`src/sv/nmeachk_pkg.sv`:
```
package nmeachk_pkg;

	localparam int MAX_BODY_DEF = 96;

	localparam logic [7:0] CH_DOLLAR = 8'h24;
	localparam logic [7:0] CH_STAR   = 8'h2A;
	localparam logic [7:0] CH_ZERO   = 8'h30;
	localparam logic [7:0] CH_NINE   = 8'h39;
	localparam logic [7:0] CH_A      = 8'h41;
	localparam logic [7:0] CH_F      = 8'h46;
	localparam logic [7:0] CH_W      = 8'h57;
	localparam logic [7:0] CH_V      = 8'h56;
	localparam logic [7:0] CH_T      = 8'h54;
	localparam logic [7:0] CH_H      = 8'h48;
	localparam logic [7:0] CH_U      = 8'h55;
	localparam logic [7:0] CH_M      = 8'h4D;
	localparam logic [7:0] CH_B      = 8'h42;

	localparam int HEX_RADIX = 16;

	typedef enum logic [1:0] {
		PH_IDLE = 2'd0,
		PH_BODY = 2'd1,
		PH_HEX1 = 2'd2,
		PH_HEX2 = 2'd3
	} phase_t;

	typedef enum logic [2:0] {
		KIND_OTHER = 3'd0,
		KIND_WIND  = 3'd1,
		KIND_TEMP  = 3'd2,
		KIND_HUMID = 3'd3,
		KIND_BARO  = 3'd4
	} kind_t;

	typedef enum logic [1:0] {
		ST_VALID    = 2'd0,
		ST_MISMATCH = 2'd1,
		ST_TOO_LONG = 2'd2,
		ST_BAD_HEX  = 2'd3
	} status_t;

	typedef struct packed {
		logic [3:0] kinds_seen;
		logic [7:0] received_sum;
		logic [7:0] computed_sum;
		status_t    status;
		kind_t      sentence_kind;
	} result_t;

	localparam int TDATA_W = 24;

	// bit 4 marks a valid digit, bits 3..0 hold its value
	function automatic logic [4:0] hex_decode(input logic [7:0] c);
		logic [7:0] v;
		v = 8'd0;
		if (c >= CH_ZERO && c <= CH_NINE) begin
			v = c - CH_ZERO;
			return {1'b1, v[3:0]};
		end
		if (c >= CH_A && c <= CH_F) begin
			v = c - CH_A + 8'd10;
			return {1'b1, v[3:0]};
		end
		return 5'd0;
	endfunction

	function automatic kind_t kind_decode(input logic [7:0] a, input logic [7:0] b);
		if (a == CH_W && b == CH_V) return KIND_WIND;
		if (a == CH_T && b == CH_A) return KIND_TEMP;
		if (a == CH_H && b == CH_U) return KIND_HUMID;
		if (a == CH_M && b == CH_B) return KIND_BARO;
		return KIND_OTHER;
	endfunction

endpackage

```
`src/sv/nmea_sentence_checker_unit.sv`:
```
// Checks NMEA 0183 sentence checksums on a stream of received bytes. One byte
// is accepted in every cycle while the output buffer has room; the byte is
// registered and then updates the running XOR, the body count and the sentence
// phase, and the result of a byte that finishes or drops a sentence is held in
// the output register before it reaches the master side. A two-entry output
// buffer holds results while the master side stalls; the slave side stalls only
// once both entries are full. The kind travels in m_tuser, the checksum report in m_tdata.
module nmea_sentence_checker_unit #(
	parameter int MAX_BODY = nmeachk_pkg::MAX_BODY_DEF
) (
	input  logic                             clk,
	input  logic                             arst_n,
	input  logic                             s_tvalid,
	output logic                             s_tready,
	input  logic [7:0]                       s_tdata,  // rx_byte
	output logic                             m_tvalid,
	input  logic                             m_tready,
	output logic [nmeachk_pkg::TDATA_W-1:0]  m_tdata,  // status, computed_sum,
	                                                   // received_sum, kinds_seen
	output logic [2:0]                       m_tuser   // sentence_kind
);
	import nmeachk_pkg::*;

	localparam logic [6:0] BODY_LIMIT = 7'(MAX_BODY);

	// input stage
	logic       valid_s1;
	logic [7:0] byte_s1;

	// sentence state
	phase_t     phase_q, phase_d;
	logic [7:0] xor_q, xor_d;
	logic [6:0] count_q, count_d;
	logic [7:0] char1_q, char1_d;
	logic [7:0] char2_q, char2_d;
	logic [4:0] high_q, high_d;
	logic [3:0] seen_q, seen_d;

	// output buffer
	logic    out_valid_q, skid_valid_q;
	result_t out_data_q, skid_data_q;

	logic    advance;
	logic    res_valid;
	result_t res;
	logic    pop;

	kind_t      kind;
	logic [4:0] low_dig;
	logic [7:0] rsum;
	status_t    sum_status;
	logic [3:0] seen_upd;

	assign s_tready = !valid_s1 || !skid_valid_q;
	assign advance  = valid_s1 && !skid_valid_q;

	always_ff @(posedge clk or negedge arst_n) begin
		if (!arst_n) begin
			valid_s1 <= 1'b0;
		end else if (s_tready) begin
			valid_s1 <= s_tvalid;
		end
	end

	always_ff @(posedge clk) begin
		if (s_tready && s_tvalid) begin
			byte_s1 <= s_tdata;
		end
	end

	// checksum decode for the closing digit
	always_comb begin
		kind     = kind_decode(char1_q, char2_q);
		low_dig  = hex_decode(byte_s1);
		rsum     = 8'((high_q[3:0] * HEX_RADIX) | {4'd0, low_dig[3:0]});
		seen_upd = seen_q;
		if (!high_q[4] || !low_dig[4]) begin
			sum_status = ST_BAD_HEX;
		end else if (rsum != xor_q) begin
			sum_status = ST_MISMATCH;
		end else begin
			sum_status = ST_VALID;
			unique case (kind)
				KIND_WIND:  seen_upd = seen_q | 4'b0001;
				KIND_TEMP:  seen_upd = seen_q | 4'b0010;
				KIND_HUMID: seen_upd = seen_q | 4'b0100;
				KIND_BARO:  seen_upd = seen_q | 4'b1000;
				default:    seen_upd = seen_q;
			endcase
		end
	end

	// next state
	always_comb begin
		phase_d = phase_q;
		xor_d   = xor_q;
		count_d = count_q;
		char1_d = char1_q;
		char2_d = char2_q;
		high_d  = high_q;
		seen_d  = seen_q;
		if (advance) begin
			if (byte_s1 == CH_DOLLAR) begin
				phase_d = PH_BODY;
				xor_d   = 8'd0;
				count_d = 7'd0;
				char1_d = 8'd0;
				char2_d = 8'd0;
				high_d  = 5'd0;
			end else begin
				unique case (phase_q)
					PH_IDLE: begin
					end
					PH_BODY: begin
						if (byte_s1 == CH_STAR) begin
							phase_d = PH_HEX1;
						end else if (count_q >= BODY_LIMIT) begin
							phase_d = PH_IDLE;
						end else begin
							if (count_q == 7'd3) char1_d = byte_s1;
							if (count_q == 7'd4) char2_d = byte_s1;
							xor_d   = xor_q ^ byte_s1;
							count_d = count_q + 7'd1;
						end
					end
					PH_HEX1: begin
						high_d  = hex_decode(byte_s1);
						phase_d = PH_HEX2;
					end
					PH_HEX2: begin
						seen_d  = seen_upd;
						phase_d = PH_IDLE;
					end
				endcase
			end
		end
	end

	// result
	always_comb begin
		res_valid         = 1'b0;
		res.sentence_kind = kind;
		res.status        = sum_status;
		res.computed_sum  = xor_q;
		res.received_sum  = rsum;
		res.kinds_seen    = seen_upd;
		if (advance && byte_s1 != CH_DOLLAR) begin
			unique case (phase_q)
				PH_BODY: begin
					if (byte_s1 != CH_STAR && count_q >= BODY_LIMIT) begin
						res_valid        = 1'b1;
						res.status       = ST_TOO_LONG;
						res.received_sum = 8'd0;
						res.kinds_seen   = seen_q;
					end
				end
				PH_HEX2: res_valid = 1'b1;
				default: res_valid = 1'b0;
			endcase
		end
	end

	always_ff @(posedge clk or negedge arst_n) begin
		if (!arst_n) begin
			phase_q <= PH_IDLE;
			xor_q   <= 8'd0;
			count_q <= 7'd0;
			char1_q <= 8'd0;
			char2_q <= 8'd0;
			high_q  <= 5'd0;
			seen_q  <= 4'd0;
		end else begin
			phase_q <= phase_d;
			xor_q   <= xor_d;
			count_q <= count_d;
			char1_q <= char1_d;
			char2_q <= char2_d;
			high_q  <= high_d;
			seen_q  <= seen_d;
		end
	end

	// two-entry output buffer, oldest transaction in the main register
	assign pop = out_valid_q && m_tready;

	always_ff @(posedge clk or negedge arst_n) begin
		if (!arst_n) begin
			out_valid_q  <= 1'b0;
			skid_valid_q <= 1'b0;
		end else if (!out_valid_q || pop) begin
			if (skid_valid_q) begin
				out_valid_q  <= 1'b1;
				skid_valid_q <= res_valid;
			end else begin
				out_valid_q  <= res_valid;
			end
		end else if (res_valid) begin
			skid_valid_q <= 1'b1;
		end
	end

	always_ff @(posedge clk) begin
		if (!out_valid_q || pop) begin
			if (skid_valid_q) begin
				out_data_q  <= skid_data_q;
				skid_data_q <= res;
			end else begin
				out_data_q  <= res;
			end
		end else if (res_valid) begin
			skid_data_q <= res;
		end
	end

	assign m_tvalid = out_valid_q;
	assign m_tuser  = out_data_q.sentence_kind;
	assign m_tdata  = TDATA_W'({out_data_q.kinds_seen, out_data_q.received_sum,
		out_data_q.computed_sum, out_data_q.status});

`ifndef NO_ASSERTIONS
	a_skid_behind_main: assert property (@(posedge clk) disable iff (!arst_n)
		skid_valid_q |-> out_valid_q)
		else $error("skid entry holds a transaction while main entry is empty");

	a_count_bound: assert property (@(posedge clk) disable iff (!arst_n)
		count_q <= BODY_LIMIT)
		else $error("body count past limit");

	a_idle_needs_dollar: assert property (@(posedge clk) disable iff (!arst_n)
		(phase_q == PH_IDLE && !(advance && byte_s1 == CH_DOLLAR)) |=> phase_q == PH_IDLE)
		else $error("left idle without a dollar");

	a_valid_sets_mask: assert property (@(posedge clk) disable iff (!arst_n)
		(res_valid && res.status == ST_VALID && res.sentence_kind == KIND_BARO)
		|=> seen_q[3])
		else $error("valid barometer sentence did not set its mask bit");
`endif

endmodule
```
`config.mk`:
```
export PLATFORM = sky130hd
export DESIGN_NAME = nmea_sentence_checker_unit
export DESIGN_NICKNAME = d
export VERILOG_FILES = /design/src/sv/nmeachk_pkg.sv /design/src/sv/nmea_sentence_checker_unit.sv
export SDC_FILE = /design/constraint.sdc
export NUM_CORES = 1
export LEC_CHECK = 0
export ABC_AREA = 1
export BUFFER_PORTS_ARGS = -buffer_cell sky130_fd_sc_hd__buf_2
export CAP_MARGIN = 15
export CORE_MARGIN = 8
export CORE_UTILIZATION = 59
export DETAILED_ROUTE_END_ITERATION = 12
export PLACE_DENSITY = 0.79
export SLEW_MARGIN = 0
export SYNTH_ARGS = -nofsm -noshare
export SYNTH_HDL_FRONTEND = slang
export SYNTH_SLANG_ARGS = --single-unit
```
`constraint.sdc`:
```
create_clock -name clk -period 3.3 [get_ports clk]
set_input_delay 0 -clock clk [delete_from_list [all_inputs] [get_ports clk]]
set_output_delay 0 -clock clk [all_outputs]
set_load 0.02 [all_outputs]
```
==> results of run 1 <==
==> worst paths after layout <==
kind	cells after the start	from	slack (ns)	endpoint
min reg2reg	0	xor_q[0]	0.49	skid_data_q[5]
max reg2reg	11	byte_s1[0]	0.50	skid_data_q[20]
max in group asynchronous	2	arst_n	2.36	xor_q[0]
min in group asynchronous	2	arst_n	0.32	m_tvalid
max	11	byte_s1[0]	0.50	skid_data_q[20]
min	5	m_tready	0.07	skid_valid_q
==> critical path: cells and delay by family, from the launching register on <==
kind | cells | cell delay (ns)
adders and majority gates | 1 | 0.26
and+or+nand+nor | 6 | 1.03
DFF | 1 | 0.46
buffers and inverters | 4 | 0.71
==> routing by layer <==
metal | vias up | part of all wire [%] | wire, um
met2 | 120 | 49 | 4770
li1 | 1733 | - | -
met3 | 11 | 6.5 | 635
met5 | - | 0 | 0
met1 | 1668 | 44 | 4290
met4 | 0 | 1.3 | 128
==> where the power goes <==
group / internal [mW] / total, mW / switching, mW
clock network: 0.284 / 0.752 / 0.467
logic: 0.0823 / 0.285 / 0.202
registers: 1.47 / 1.51 / 0.0367
==> synthesized netlist by cell type <==
cell type	count	area (um^2)
sky130_fd_sc_hd__nor2_4	1	11.3
sky130_fd_sc_hd__o21ai_1	9	45.0
sky130_fd_sc_hd__o21ai_2	1	8.76
sky130_fd_sc_hd__dfrtp_1	45	1130
sky130_fd_sc_hd__nand2_1	125	469
sky130_fd_sc_hd__nand2_2	2	12.5
sky130_fd_sc_hd__buf_4	2	15.0
sky130_fd_sc_hd__and3_1	1	6.26
sky130_fd_sc_hd__clkbuf_1	5	18.8
sky130_fd_sc_hd__a21o_1	1	7.51
sky130_fd_sc_hd__nor3_2	2	20.0
sky130_fd_sc_hd__inv_1	59	221
sky130_fd_sc_hd__xor2_1	1	8.76
sky130_fd_sc_hd__mux2_2	1	11.3
sky130_fd_sc_hd__o21ai_0	35	175
sky130_fd_sc_hd__conb_1	1	3.75
sky130_fd_sc_hd__nor4_1	4	25.0
sky130_fd_sc_hd__xnor2_1	4	35.0
sky130_fd_sc_hd__inv_2	7	26.3
sky130_fd_sc_hd__nand3_2	1	10.0
sky130_fd_sc_hd__and2_4	1	8.76
sky130_fd_sc_hd__nor2_2	4	25.0
sky130_fd_sc_hd__buf_2	5	25.0
sky130_fd_sc_hd__nand3_1	28	140
sky130_fd_sc_hd__o21a_1	2	15.0
sky130_fd_sc_hd__or2_2	2	12.5
sky130_fd_sc_hd__nand3b_1	1	7.51
sky130_fd_sc_hd__edfxtp_1	58	1740
sky130_fd_sc_hd__and3b_1	1	8.76
sky130_fd_sc_hd__a21boi_0	1	7.51
sky130_fd_sc_hd__a31oi_1	6	37.5
sky130_fd_sc_hd__ha_1	9	113
sky130_fd_sc_hd__o31ai_1	1	7.51
sky130_fd_sc_hd__buf_1	1	3.75
sky130_fd_sc_hd__nand4_1	9	56.3
sky130_fd_sc_hd__nor3_1	2	10.0
sky130_fd_sc_hd__a21oi_1	14	70.1
sky130_fd_sc_hd__nor2_1	44	165
sky130_fd_sc_hd__mux2i_1	1	10.0
==> state kept, by name, indices dropped and copies added (netlist names), 3 cells and up <==
name,flops
count_q,7
xor_q,8
m_tdata,22
skid_data_q,25
char2_q,8
char1_q,8
byte_s1,8
m_tuser,3
high_q,5
seen_q,4
==> stage by stage <==
stage          instance area (um^2)  utilization [%]  cells  hold slack, ns
2_1_floorplan                  4730                -    498          -0.296
3_3_place_gp                   5020             65.0    630           0.176
3_5_place_dp                   5020             65.0    630           0.180
4_1_cts                        5300             68.6    656          0.0748
5_1_grt                        5300             68.6    656           0.122
6_report                       5300             68.6    656          0.0693
==> final cells by class <==
| type | count | area, um^2 |
|---|---|---|
| Inverter | 66 | 248 |
| Fill cell | 596 | 2430 |
| Clock buffer | 10 | 128 |
| Sequential cell | 103 | 2870 |
| Multi-Input combinational cell | 316 | 1550 |
| Timing Repair Buffer | 53 | 328 |
| Tap cell | 102 | 128 |
| Clock inverter | 6 | 50.0 |
==> kinds of logic after synthesis <==
group | after synthesis | synth area share, %
other | 1 | 0.0794
DFF | 103 | 60.7
buffers and inverters | 79 | 6.57
and+or+nand+nor | 228 | 20.9
adders and majority gates | 9 | 2.38
muxes | 2 | 0.450
AOI/OAI and AO/OA | 70 | 7.92
xor gates and xnor gates | 5 | 0.927
==> results.md, run 1 <==
Run status:
- The flow ran to the end, and the final reports show no timing, DRC or antenna violations.

Power:
- The completed layout was analyzed and its total power is roughly 2.5 mW.
- The leakage power is 2.49 nW.
- The total power divided by cell area is between 400 and 500 nW/um^2.
- VDD sags by at most ~0.23 mV.

Logic synthesis:
- A synthesized cell averages 9.50 um^2.
- Synthesis instantiated 39 different standard cells from the library.
- The Yosys step of the flow raised 0 warnings.
- The number of flip-flops and latches in the synthesized netlist is a little over 100.
- The share of the Yosys chip area taken by registers is a little over 60%.
- Synthesis produced roughly 500 cells.
- The cell area that synthesis handed to floorplanning was between 4000 and 5000 um^2.

Final layout:
- The share of post-route cells with drive strength above 1 is approximately 15%.
- The library cells used most frequently in the layout, excluding fill and tap cells, are 125 x sky130_fd_sc_hd__nand2_1, 59 x sky130_fd_sc_hd__inv_1, 58 x sky130_fd_sc_hd__edfxtp_1.
- The number of antenna diodes in the final layout is 0.
- The most common cell after layout, fill and taps aside is sky130_fd_sc_hd__nand2_1.
- After the last flow step, the layout net total stands at 570.
- The area growth from synthesis to layout is 12.2%.

Flow run:
- The count of max-cap constraint violations is 0.

Global route:
- Global routing consumed, on the met3 layer, ~4.4% of the routing resources.
- Global routing used 18.7% of the available tracks across all layers.
- The first global-routing pass estimated ~17000 um of wire.
- The number of antenna violations at the first check in global routing is 0.
- The met2 demand-to-capacity share in global routing is 31.5%.
- The global-route congestion overflow total is 0.
- The via count of the first global-routing pass came to approximately 3500.
- The global routing stage identified its most utilized layer as met2.
- In the global route stage, met1 resource usage came out at 23.1%.
- Entering global routing, the biggest net connects between 40 and 50 pins.

Floorplanning:
- The number of ports placed on the die boundary is 41.
- The vertical die dimension is 105 um.
- The die width is about 110 um.
- In this run the core area contains 32 standard-cell rows.
- The area of the placeable core is between 7000 and 8000 um^2.
- The starting density of the core is 61.1%.
- The floorplan step defined a die boundary enclosing ~11000 um^2.

Placed design:
- The detailed-placement wirelength estimate is around 7200 um.
- The worst setup slack after placement is approximately 0.6 ns.
- During placement, the flow inserted port buffers numbering 38.
- Routability-driven placement finished with a final weighted congestion of 0.904.

Route:
- The number of antenna-violating nets in the routed design is 0.
- The routed wire length is ~9800 um.
- After detailed routing, the average wire length per cell comes to 15.0 um.
- The per-cell via count in the routed design is approximately 5.4.
- The total number of vias is 3532.
- In the routed design, unresolved DRC markers number 0.
- The first detailed-routing pass ran for 5 iterations.
- The detailed router finished its first iteration with approximately 260 violations.

Critical path:
- The category of the worst setup path launch point is a flip-flop.
- The critical-path maximum fanout is 23.
- Traced cell by cell, the critical path runs through inv_1 > ha_1 > inv_1 > nor3_2 > buf_4 > nor2_1 > nand3_1 > nand2_1 > nor2_1 > nor2_2 > buf_4.
- The worst setup path is captured at a flip-flop.
- The required time reported for the critical path endpoint is ~3.4 ns.
- The largest single stage delay on the critical path is about 0.46 ns.
- The slowest stage of the critical path belongs to the cell sky130_fd_sc_hd__edfxtp_1.
- The path type of the worst setup path is reg2reg.
- At the worst endpoint, the arrival time is 2.85 ns.

CTS:
- The later pin in the worst-skew pair is clocked with a latency of about 0.38 ns.
- The library cell used as clock root buffer is sky130_fd_sc_hd__clkbuf_8.
- The number of sinks on the clock net is approximately 100.
- TritonCTS created 9 clock buffers.
- The count of cells resized by post-cts repair is 0.
- The clock tree buffer depth is 2.
- Clock-pin slew was measured on the worst setup and hold paths at ~0.10 ns.
- Buffers inserted to repair hold after CTS numbered 10.
- The number of H-tree branching levels is 3.
- The buffers inserted during post-CTS setup optimization is 0.
- TritonCTS built the clock tree.

STA:
- The worst setup skew after layout is between 0.01 and 0.015 ns.
- After layout, the worst setup slack is 0.504 ns.
- The time the final worst path needs with I/O delays and setup is 2.80 ns.
- Setup violations remaining at the end of the flow were counted as 0.
- For this run, the top clock speed supported by timing is ~360 MHz.
- The final count of hold timing violations is 0.
- The max-slew violation total from the final report is 0.
- Setup repair after global routing left no endpoint under its margin.
- The measured slew at the worst slew-check pin is approximately 1.0 ns.
- Headroom to the max-slew limit came out at roughly 33%.
- The portion of the clock cycle consumed by the worst path in the final layout is 84.7%.
- For the final routed database, the setup TNS stands at 0 ns.

Min path:
- The class of the most critical hold timing path is in2reg.
(Power assumes the default switching activity.)
==> run 2, diff against run 1 <==
--- a/config.mk
+++ b/config.mk
@@ -5,13 +5,13 @@
 export SDC_FILE = /design/constraint.sdc
 export NUM_CORES = 1
 export LEC_CHECK = 0
-export ABC_AREA = 1
+export ABC_AREA = 0
 export BUFFER_PORTS_ARGS = -buffer_cell sky130_fd_sc_hd__buf_2
 export CAP_MARGIN = 15
 export CORE_MARGIN = 8
-export CORE_UTILIZATION = 59
+export CORE_UTILIZATION = 54
 export DETAILED_ROUTE_END_ITERATION = 12
-export PLACE_DENSITY = 0.79
+export PLACE_DENSITY = 0.76
 export SLEW_MARGIN = 0
 export SYNTH_ARGS = -nofsm -noshare
 export SYNTH_HDL_FRONTEND = slang
==> constraint.sdc (replaced) <==
create_clock -name clk -period 2.5 [get_ports clk]
set_input_delay 0 -clock clk [delete_from_list [all_inputs] [get_ports clk]]
set_output_delay 0 -clock clk [all_outputs]
set_load 0.02 [all_outputs]
==> run 2 against run 1 <==
Sequential power up 60%. Clock power up 33%. Non-clock buffer count up 34. Utilization down 1.9 points. Critical path depth down 3. Via count down 7.8%. Sequential share of layout area down 4.3 points.
==> results.md, run 2 <==
STA:
- The final count of hold timing violations is 0 (unchanged).
- The upper clock frequency limit is 403 MHz (+13%).
- Setup repair after global routing could not meet its margin everywhere.
- The max-slew violation total from the final report was 0 (unchanged).
- The relative slew slack is 30.7% (-2.3 points).
- The final critical-path setup slack was 0.0213 ns (-0.483 ns).
- The measured slew at the worst slew-check pin was 1.04 ns (+0.0345 ns).
- The time the final worst path needs with I/O delays and setup is 2.48 ns (-0.317 ns).
- The worst setup skew after layout is 0.0142 ns (+0.00321 ns).
- The number of setup violations in the final report is 0 (unchanged).
- The portion of the clock cycle consumed by the worst path in the final layout is 99.1% (+14 points).

Floorplanning:
- The die width is 110 um (+4.3%).
- The vertical die dimension was 110 um (+4.3%).
- The total number of placement rows came to 34 (+6.3%).
- The number of ports placed on the die boundary is 41 (unchanged).
- The starting density of the core is 55.3% (-5.8 points).
- The area of the die was 12100 um^2 (+8.9%).
- The area of the placeable core is 8640 um^2 (+12%).

Route:
- The per-cell via count in the routed design is 5.63 (+4.6%).
- The iteration-0 DRC count of the detailed router is 167 (-36%).
- The total number of vias is 3255 (-7.8%).
- The number of antenna-violating nets in the routed design is 0 (unchanged).
- The post-route DRC violation count is 0 (unchanged).
- The final routed wire length divided by cell count came to 17.7 um (+18%).
- The number of optimization iterations in the first detailed-route pass was 4 (-1).
- The routed wire length is 10200 um (+4.2%).

CTS:
- The tree is rooted in a sky130_fd_sc_hd__clkbuf_8.
- The insertion delay to the later sink of the worst-skew pair is 0.38 ns (about the same).
- The TritonCTS buffer count came to 9 (unchanged).
- The number of sinks on the clock net is 103 (unchanged).
- TritonCTS built the clock tree.
- The number of H-tree branching levels is 3 (unchanged).
- The clock tree buffer depth is 2 (unchanged).
- The clock edge transition at the registers on the reported setup and hold paths is 0.11 ns (about the same).

Power:
- The leakage power is 2.45 nW (-1.7%).
- The maximum ir drop on the vdd rail is 0.444 mV (+93%).
- The total power divided by cell area is 780 nW/um^2 (+63%).
- The total power consumption of the routed design is 4.49 mW (+77%).

Final layout:
- Leaving out fill and tap cells, the most frequent cells in the layout are 58 x sky130_fd_sc_hd__edfxtp_1, 45 x sky130_fd_sc_hd__dfrtp_1, 38 x sky130_fd_sc_hd__nor2_1, 38 x sky130_fd_sc_hd__nand2_1, 38 x sky130_fd_sc_hd__buf_2.
- The antenna diode count is 0 (unchanged).
- The final net count is 486 (-15%).
- Leaving out fill and tap cells, the most frequent cell in the layout is sky130_fd_sc_hd__edfxtp_1.
- The number of filler cells placed in the layout is 629 (+5.5%).
- The share of post-route cells with drive strength above 1 is 33.0% (+18 points).
- The flip-flop count of the largest register, all copies and words added was 25 (unchanged).
- The register with the highest flop count is skid_data_q.
- Compared with the post-synthesis result, the final layout area differs by 20.5%.

Global route:
- The global-route congestion overflow total came to 0 (unchanged).
- The combined global-route utilization of all metal layers came to 17.6% (-1.1 points).
- The via count of the first global-routing pass is 3294 (-7.1%).
- The global-route wire length before repair is 16300 um (-3.2%).
- The number of antenna violations at the first check in global routing was 0 (unchanged).
- The maximum number of pins on one net before global-route repair is 46 (unchanged).

Logic synthesis:
- The count of mapped cells out of synthesis is 378 (-24%).
- The sequential-to-total area share from yosys stat is 60.0% (-0.68 points).
- The synthesized area per cell is 12.6 um^2 (+33%).
- In the synthesized netlist the dominant register cell turns out to be sky130_fd_sc_hd__edfxtp_1.
- The proportion of synthesized flip-flops having asynchronous set or reset is 43.7% (unchanged).
- Ranked by total cell area, the synthesized netlist is headed by sky130_fd_sc_hd__edfxtp_1 36%, sky130_fd_sc_hd__dfrtp_1 24%, sky130_fd_sc_hd__mux2_2 7.3%.
- The number of enable flip-flop cells after synthesis is 58 (unchanged).
- Counting instances in the post-synthesis netlist gives the leading cell types as 58 x sky130_fd_sc_hd__edfxtp_1, 45 x sky130_fd_sc_hd__dfrtp_1, 38 x sky130_fd_sc_hd__nand2_1, 38 x sky130_fd_sc_hd__nor2_1, 31 x sky130_fd_sc_hd__mux2_2.
- The cell with the most instances after synthesis is sky130_fd_sc_hd__edfxtp_1.
- The summed instance area of the synthesized netlist came to 4780 um^2 (+1.1%).
- The fraction of synthesized cell area taken by the top area cell type came to 36.5% (-0.42 points).
- Summed over all instances, the cell type with the most area after synthesis is sky130_fd_sc_hd__edfxtp_1.
- The number of library cell types mapped by synthesis is 61 (+56%).
- The number of warning messages in the yosys log is 0 (unchanged).
- The number of flip-flops and latches in the synthesized netlist was 103 (unchanged).

Critical path:
- The critical path buffer and inverter count is 1 (-3).
- The largest stage delay on the critical path is 0.44 ns (-0.02 ns).
- On the critical path the largest part of the delay comes from simple AND/OR/NAND/NOR gates.
- The worst setup path is captured at a flip-flop.
- The critical path goes through inv_2 > ha_4 > or3b_1 > and4_4 > or3_4 > a21oi_2 > nor4b_4 > o31ai_1.
- The category of the worst setup path launch point is a flip-flop.
- The required time reported for the critical path endpoint is 2.63 ns (-0.73 ns).
- On the critical path, the stage with the largest delay is an instance of sky130_fd_sc_hd__edfxtp_1.
- The path type of the worst setup path is reg2reg.
- The data arrival at the endpoint of the critical path is 2.61 ns (-0.24 ns).
- The critical-path maximum fanout is 6 (-74%).

Placed design:
- The worst setup slack after placement was -0.0744 ns (-0.677 ns).
- The global placement routability congestion is 0.900 (-0.48%).
- The detailed-placement wirelength estimate is 7200 um (+0.34%).
- The count of buffers inserted at the top-level ports was 38 (unchanged).

Run status:
- The flow ran to the end, and the final reports show no timing, DRC or antenna violations.

Flow run:
- The count of max-cap constraint violations is 0 (unchanged).

Min path:
- The min-delay analysis places its worst path in the category in2reg.
-- run 2: cell types whose count changed after synthesis, moves of 6 or more --
cell,delta
sky130_fd_sc_hd__and2_1,+7
sky130_fd_sc_hd__inv_1,-49
sky130_fd_sc_hd__inv_2,-6
sky130_fd_sc_hd__mux2_2,+30
sky130_fd_sc_hd__nand2_1,-87
sky130_fd_sc_hd__nand3_1,-25
sky130_fd_sc_hd__nor2_1,-6
sky130_fd_sc_hd__nor2b_1,+6
sky130_fd_sc_hd__o21ai_0,-26
sky130_fd_sc_hd__o21ai_1,-7
sky130_fd_sc_hd__xor2_1,+14
-- run 2: cell type report --
class	count	area [um^2]	share of cell area (%)
clock buffer	9	124	2.15
clock inverter	7	61.3	1.06
inverter	11	41.3	0.717
multi-input combinational	253	1920	33.4
sequential	103	2870	49.8
tap	108	135	2.35
timing repair buffer	87	607	10.5
-- run 2: cells by family after synthesis --
logic type / synth area share (%)
adders and majority gates: 2.36
muxes: 8.83
AOI/OAI and AO/OA: 9.14
DFF: 60.0
and+or+nand+nor: 14.1
buffers and inverters: 2.17
other: 0.0785
xor gates and xnor gates: 3.30
-- run 2: report_power, final --
part / internal [mW] / switching [mW] / leakage [nW] / total, mW
combinational: 0.534 / 0.549 / 1.17 / 1.08
sequential: 2.14 / 0.268 / 1.18 / 2.41
clock: 0.385 / 0.615 / 0.0961 / 1.00
total: 3.06 / 1.43 / 2.45 / 4.49
-- run 2: metal layers --
layer  vias to the layer above  part of all wire (%)  track usage [%]
met5                         -                     0                0
met4                         0                   3.4             9.26
met3                        23                   4.1             3.43
met2                        78                    50             28.9
met1                      1609                    43             21.6
li1                       1545                     -                -
-- run 2: what timing repair did --
item | in CTS | in global routing
setup endpoints to repair | 10 | 47
gates cloned | 0 | 1
pin swaps | 1 | 7
endpoints found under the hold margin | 54 | 0
buffers inserted | 3 | 3
resized for setup | 2 | 15
hold buffers | 10 | 0
-- run 2: worst paths after layout --
path | from | endpoint | slack (ns) | depth (start not counted)
hold / removal | m_tready | skid_valid_q | 0.17 | 4
max in group asynchronous | arst_n | xor_q[5] | 1.52 | 2
hold reg to reg | char1_q[6] | char1_q[6] | 0.51 | 1
min in group asynchronous | arst_n | char1_q[4] | 0.34 | 2
setup / recovery | byte_s1[0] | m_tdata[0] | 0.02 | 8
setup reg to reg | byte_s1[0] | m_tdata[0] | 0.02 | 8
-- run 2: worst register-to-register path: cells and delay by family (launching register included) --
| family | cells | cell delay [ns] |
|---|---|---|
| AOI/OAI and AO/OA | 2 | 0.24 |
| adders and majority gates | 1 | 0.16 |
| buffers and inverters | 1 | 0.11 |
| DFF | 1 | 0.44 |
| and+or+nand+nor | 4 | 1.30 |
-- run 2: metrics by stage --
step           cell area (um^2)  util (%)  setup TNS, ns  hold slack, ns  std cells
2_1_floorplan              4810         -        -0.0671          -0.296        379
3_3_place_gp               5330      61.7              0           0.177        545
3_5_place_dp               5330      61.7         -0.641           0.179        545
4_1_cts                    5650      65.4              0           0.121        574
5_1_grt                    5760      66.7         -0.661           0.211        578
6_report                   5760      66.7              0           0.165        578
